`src/sv/assert_macros.svh`:
```
// ----------------------------------------------------------------------------
// assert_macros.svh
// Shared concurrent assertion macros, clocked on the rising edge and disabled
// during reset.
// ----------------------------------------------------------------------------
`ifndef ASSERT_MACROS_SVH
`define ASSERT_MACROS_SVH

// same-cycle implication
`define ASSERT_IMPLIES(lbl, clk, rst_n, ante, cons, msg) \
    lbl: assert property (@(posedge clk) disable iff (!rst_n) (ante) |-> (cons)) \
        else $error(msg);

// next-cycle implication
`define ASSERT_NEXT(lbl, clk, rst_n, ante, cons, msg) \
    lbl: assert property (@(posedge clk) disable iff (!rst_n) (ante) |=> (cons)) \
        else $error(msg);

`endif

```
`src/sv/tm_pkg.sv`:
```
`timescale 1ns / 1ps
// ----------------------------------------------------------------------------
// tm_pkg
// Types and constants shared by the triangle measurement pipeline.
// ----------------------------------------------------------------------------
package tm_pkg;

    localparam int MW           = 64;   // wrap width of products and sums
    localparam int SIDE_W       = 17;
    localparam int PERIM_W      = 19;
    localparam int AREA_W       = 31;
    localparam int ANG_W        = 8;
    localparam int ROOT_W       = 32;
    localparam int REM_W        = 34;
    localparam int ANG_FRAC     = 24;
    localparam int CORDIC_STEPS = 28;
    localparam int IDX_W        = $clog2(CORDIC_STEPS);
    localparam int NORM_MSB     = 40;
    localparam int CW           = 44;   // CORDIC x/y width
    localparam int ZW           = 33;   // CORDIC angle accumulator width
    localparam int PIPE_DEPTH   = 32;   // stages of the square root and CORDIC units

    localparam logic [ANG_W-1:0] ANG_ZERO     = ANG_W'(0);
    localparam logic [ANG_W-1:0] ANG_45       = ANG_W'(45);
    localparam logic [ANG_W-1:0] ANG_RIGHT    = ANG_W'(90);
    localparam logic [ANG_W-1:0] ANG_135      = ANG_W'(135);
    localparam logic [ANG_W-1:0] ANG_STRAIGHT = ANG_W'(180);

    localparam logic signed [ZW-1:0] Z_MIN  = ZW'(1);
    localparam logic signed [ZW-1:0] Z_MAX  = ZW'((64'd90 << ANG_FRAC) - 64'd1);
    localparam logic signed [ZW-1:0] Z_HALF = ZW'(64'd180 << ANG_FRAC);

    // atan(2^-i) in units of 2^-24 degree
    localparam logic signed [ZW-1:0] ATAN_TAB [CORDIC_STEPS] = '{
        ZW'(754974720), ZW'(445687602), ZW'(235489089), ZW'(119537938),
        ZW'(60000934),  ZW'(30029717),  ZW'(15018523),  ZW'(7509720),
        ZW'(3754917),   ZW'(1877466),   ZW'(938734),    ZW'(469367),
        ZW'(234683),    ZW'(117342),    ZW'(58671),     ZW'(29335),
        ZW'(14668),     ZW'(7334),      ZW'(3667),      ZW'(1833),
        ZW'(917),       ZW'(458),       ZW'(229),       ZW'(115),
        ZW'(57),        ZW'(29),        ZW'(14),        ZW'(7)
    };

    typedef struct packed {
        logic [ANG_W-1:0] preset;
        logic             use_cordic;
        logic             dneg;
    } vtx_ctl_t;

    typedef struct packed {
        vtx_ctl_t [2:0]    vtx;
        logic [AREA_W-1:0] area;
        logic              tri_ok;
        logic              right;
    } side_t;

    typedef struct packed {
        logic [SIDE_W-1:0]  side_a;
        logic [SIDE_W-1:0]  side_b;
        logic [SIDE_W-1:0]  side_c;
        logic [PERIM_W-1:0] perim;
        logic [AREA_W-1:0]  area_val;
        logic [ANG_W-1:0]   angle_at_a;
        logic [ANG_W-1:0]   angle_at_b;
        logic [ANG_W-1:0]   angle_at_c;
        logic               is_valid;
        logic               is_right;
    } res_t;

    typedef struct packed {
        logic [MW-1:0] x;
        logic [MW-1:0] y;
    } pair_t;

    typedef struct packed {
        logic signed [CW-1:0] x;
        logic signed [CW-1:0] y;
        logic signed [ZW-1:0] z;
    } cd_t;

    typedef struct packed {
        logic [MW-1:0]     rad;
        logic [REM_W-1:0]  rem;
        logic [ROOT_W-1:0] root;
    } sq_t;

endpackage

```
`src/sv/tm_isqrt.sv`:
```
`timescale 1ns / 1ps
// ----------------------------------------------------------------------------
// tm_isqrt
// Pipelined floor square root of a 64-bit value, one result bit per stage.
// ----------------------------------------------------------------------------
module tm_isqrt
    import tm_pkg::*;
(
    input  logic              clk,
    input  logic              en,
    input  logic [MW-1:0]     rad,
    output logic [ROOT_W-1:0] root
);

    function automatic sq_t sq_step(input sq_t s);
        logic [REM_W+1:0] r2;
        logic [REM_W+1:0] t;
        sq_t              o;
        r2    = {s.rem, s.rad[MW-1 -: 2]};
        t     = (REM_W+2)'({s.root, 2'b01});
        o.rad = s.rad << 2;
        if (r2 >= t)
        begin
            o.rem  = REM_W'(r2 - t);
            o.root = {s.root[ROOT_W-2:0], 1'b1};
        end
        else
        begin
            o.rem  = REM_W'(r2);
            o.root = {s.root[ROOT_W-2:0], 1'b0};
        end
        return o;
    endfunction

    sq_t init;
    sq_t st_reg [1:ROOT_W];

    assign init = '{rad: rad, rem: '0, root: '0};

    for (genvar k = 1; k <= ROOT_W; k++)
    begin : g_stage
        if (k == 1)
        begin : g_first
            always_ff @(posedge clk)
            begin
                if (en)
                    st_reg[k] <= sq_step(init);
            end
        end
        else
        begin : g_next
            always_ff @(posedge clk)
            begin
                if (en)
                    st_reg[k] <= sq_step(st_reg[k-1]);
            end
        end
    end

    assign root = st_reg[ROOT_W].root;

endmodule

```
`config.mk`:
```
export PLATFORM = sky130hd
export DESIGN_NAME = tm_isqrt
export DESIGN_NICKNAME = d
export VERILOG_FILES = /design/src/sv/assert_macros.svh /design/src/sv/tm_pkg.sv /design/src/sv/tm_isqrt.sv
export SDC_FILE = /design/constraint.sdc
export NUM_CORES = 2
export LEC_CHECK = 0
export BUFFER_PORTS_ARGS = -buffer_cell sky130_fd_sc_hd__buf_2
export CORE_ASPECT_RATIO = 1.2
export CORE_UTILIZATION = 44
export DETAILED_ROUTE_END_ITERATION = 12
export GPL_ROUTABILITY_DRIVEN = 0
export PLACE_DENSITY = 0.69
export SYNTH_ARGS = -nofsm -noshare
export SYNTH_HDL_FRONTEND = slang
export SYNTH_MEMORY_MAX_BITS = 65536
export SYNTH_SLANG_ARGS = --single-unit
```
`constraint.sdc`:
```
create_clock -name clk -period 7.58 [get_ports clk]
set_input_delay 1.516 -clock clk [delete_from_list [all_inputs] [get_ports clk]]
set_output_delay 1.516 -clock clk [all_outputs]
set_load 0.01 [all_outputs]
```
==> qor.csv <==
metric,value,unit
outcome,completed,
worstMarginPinSlew,1.188,ns
grt_max_degree,183,
die_h,569.1,um
drc,0,
cts_setup_buffers,0,
ys.flop_type,edfxtp_1,
via_per_inst,5.424,
cts_max_level,5,
final_cell_mix,"edfxtp_1, inv_1, nand2_1",
synth.cell_area,0.1179,mm2
clock_path_buffers,4,
cp.required,8.16,ns
grt_pass1_wl,367500,um
power_leakage,49.68,nW
cts_root_buffer,clkbuf_16,
multiInputGateArea,0.03878,mm2
rows,207,
fin_nets,9992,
max_slew_margin,19.74,%
yosys_warnings,0,
hold_violations,0,
overflow,0,
vias,71169,
cap_violations,0,
p_int,0.02832,W
start_util,44.37,%
synth_top_cell_by_area,edfxtp_1,
finalSetupViolations,0,
grt_pass1_vias,71178,
cts_sinks,2523,
rsz0062_at_grt,no,
worst_setup_path_end_kind,flip-flop,
cp.arrival,5.32,ns
yosysSeqAreaShare,64.26,%
synthArstFlopShare,0,%
postSynthCellCount,9140,
synth_area_per_cell,12.90,um2
fin_crit_sh,62.52,%
ys_top_cells_by_area,"edfxtp_1, ha_1, xor2_1",
grt_usage,16.83,%
swShare,28.14,%
numCtsBuffers,273,
cts_resized,0,
syn_nets,9768,
ys_seq_elements,2523,
critPathMaxFanout,34,
ant_nets,0,
drtPass1Iterations,9,
worstPathCellList,"inv_1, ha_1, nor2b_1, o31a_1, or3_1, a21oi_1, o221ai_1, a21oi_1, o21ba_2, clkinv_1, nand4_1, xnor2_1",
postCtsHoldBufs,0,
dp_hpwl,164100,um
dpl_cell_area,0.1227,mm2
setup_tns,0,ns
powerDensity,300.4,mW/mm2
clk_latency,0.87,ns
die_area,0.2700,mm2
drive_gt1_share,7.129,%
core-area,0.2657,mm2
ff_latch_area,0.07576,mm2
synth_top_area_share,64.26,%
cpPeakStageDelay,0.87,ns
finalCriticalPeriod,4.739,ns
reg2regPathDepth,12,
pwr-share-seq,47.6,%
cts.clk_slew.worst_paths,0.06,ns
cp-startpoint,st_reg[0][3328]$_DFFE_PP_,
cpMaxStageDelayCell,clkinv_1,
area_growth,11.27,%
ir_worst_vdd,0.0002192,V
wire_per_inst,17.71,um
final_cell_area,0.1312,mm2
synth_edf_count,2523,
fmax,211.0,MHz
comb_power_share,20.0,%
die_w,474.5,um
cts_tree,built,
routed_wl,232400,um
hold_path_class,flip-flop to flip-flop,
final_common_cell,edfxtp_1,
crit_path_end,st_reg[0][3519]$_DFFE_PP_,
r2r-start,st_reg[0][3328]$_DFFE_PP_,
drtIter0Drc,4841,
synthDistinctLibCells,90,
p_clk_share,32.3,%
power.switching,0.01109,W
reg2reg_slack,2.84,ns
cpMostUsedCell,a21oi_1,
largest_reg_flops,2523,
antenna_found_initial,6,
drv_slew,0,
crit_type,flip-flop to flip-flop,
num-fill-cells,22573,
worstSetupStartpointType,flip-flop,
ios,98,
regToRegEndpoint,st_reg[0][3519]$_DFFE_PP_,
fin_skew,0.05519,ns
port_buffers,97,
==> worst min-delay path by stage <==
stage | start | to | slack, ns | cells after the start
final | st_reg[0][609]$_DFFE_PP_ | st_reg[0][739]$_DFFE_PP_ | 0.39 | 0
after global routing | st_reg[0][596]$_DFFE_PP_ | st_reg[0][726]$_DFFE_PP_ | 0.40 | 0
after detailed placement | st_reg[0][872]$_DFFE_PP_ | st_reg[0][1002]$_DFFE_PP_ | 0.40 | 0
after floorplan | st_reg[0][870]$_DFFE_PP_ | st_reg[0][1000]$_DFFE_PP_ | 0.40 | 0
after CTS | st_reg[0][1385]$_DFFE_PP_ | st_reg[0][1515]$_DFFE_PP_ | 0.40 | 0
after global placement | st_reg[0][2298]$_DFFE_PP_ | st_reg[0][2428]$_DFFE_PP_ | 0.40 | 0
==> kinds of logic after synthesis <==
group / share of synthesized area [%]
flip-flops: 64.26
AND/OR/NAND/NOR: 10.15
AO/OA/AOI/OAI: 9.732
buffers and inverters: 2.941
XOR/XNOR: 6.285
adder cells (fa/ha/maj): 5.964
multiplexers: 0.6686
other: 0.003181
==> power by group through the flow <==
stage | registers [W] | logic [W] | clock network [W]
final | 0.0188 | 0.00790 | 0.0127
after global routing | 0.0189 | 0.00874 | 0.0136
after CTS | 0.0188 | 0.00783 | 0.0131
after detailed placement | 0.0190 | 0.00777 | 0
after global placement | 0.0190 | 0.00751 | 0
after floorplan | 0.0185 | 0.00584 | 0
==> critical path, delay by kind of cell, from the launching register on <==
kind | cells | cell delay [ns]
xor gates and xnor gates | 1 | 0.10
buffers and inverters | 2 | 0.97
DFF | 1 | 0.40
adders and majority gates | 1 | 0.28
AOI/OAI and AO/OA | 5 | 1.89
and+or+nand+nor | 3 | 0.85
==> final cells by class <==
| type | count | share of cell area (%) |
|---|---|---|
| Sequential cell | 2523 | 57.75 |
| Multi-Input combinational cell | 5728 | 29.56 |
| Clock buffer | 337 | 5.455 |
| Tap cell | 3553 | 3.389 |
| Inverter | 681 | 1.949 |
| Clock inverter | 140 | 1.030 |
| Timing Repair Buffer | 157 | 0.8584 |
| Antenna cell | 2 | 0.003815 |
==> Yosys cell counts (22+ instances only) <==
library cell	number
edfxtp_1	2523
nand2b_1	119
o21a_1	109
nor4_1	109
a211oi_1	58
and2_1	35
o21ai_0	490
o211ai_1	42
mux2_2	62
inv_1	677
a21o_1	255
nor2_1	562
nand2_1	628
buf_4	32
and3_1	51
xor2_1	429
or3_1	111
a31oi_1	47
nor2b_1	85
nand3_1	147
clkbuf_1	159
o21bai_1	44
or2_2	45
or4_1	69
xnor2_1	417
nor3_1	229
nand4_1	95
nand3b_1	22
ha_1	562
a21oi_1	543
o31ai_1	46
==> per-layer routing <==
layer  global-route usage (%)  wire, um  vias to the layer above
met3                    2.576     11710                      694
met2                    29.27    115100                     2104
met4                    9.424     13010                        2
met1                    19.78     92590                    34093
li1                         -         -                    34276
met5                        0        13                        -
==> through the flow <==
step,std cells,hold slack [ns],utilization [%],worst slack (ns),power [W]
6_report,13121,0.3885,49.37,2.841,0.03941
5_1_grt,13121,0.3982,49.37,2.480,0.04130
4_1_cts,13119,0.3961,49.37,2.881,0.03971
3_5_place_dp,12642,0.4045,46.16,2.902,0.02679
3_3_place_gp,12642,0.4005,46.16,2.995,0.02650
2_1_floorplan,9140,0.4003,-,4.095,0.02438
No activity file was read; power rests on OpenSTA's default activity.
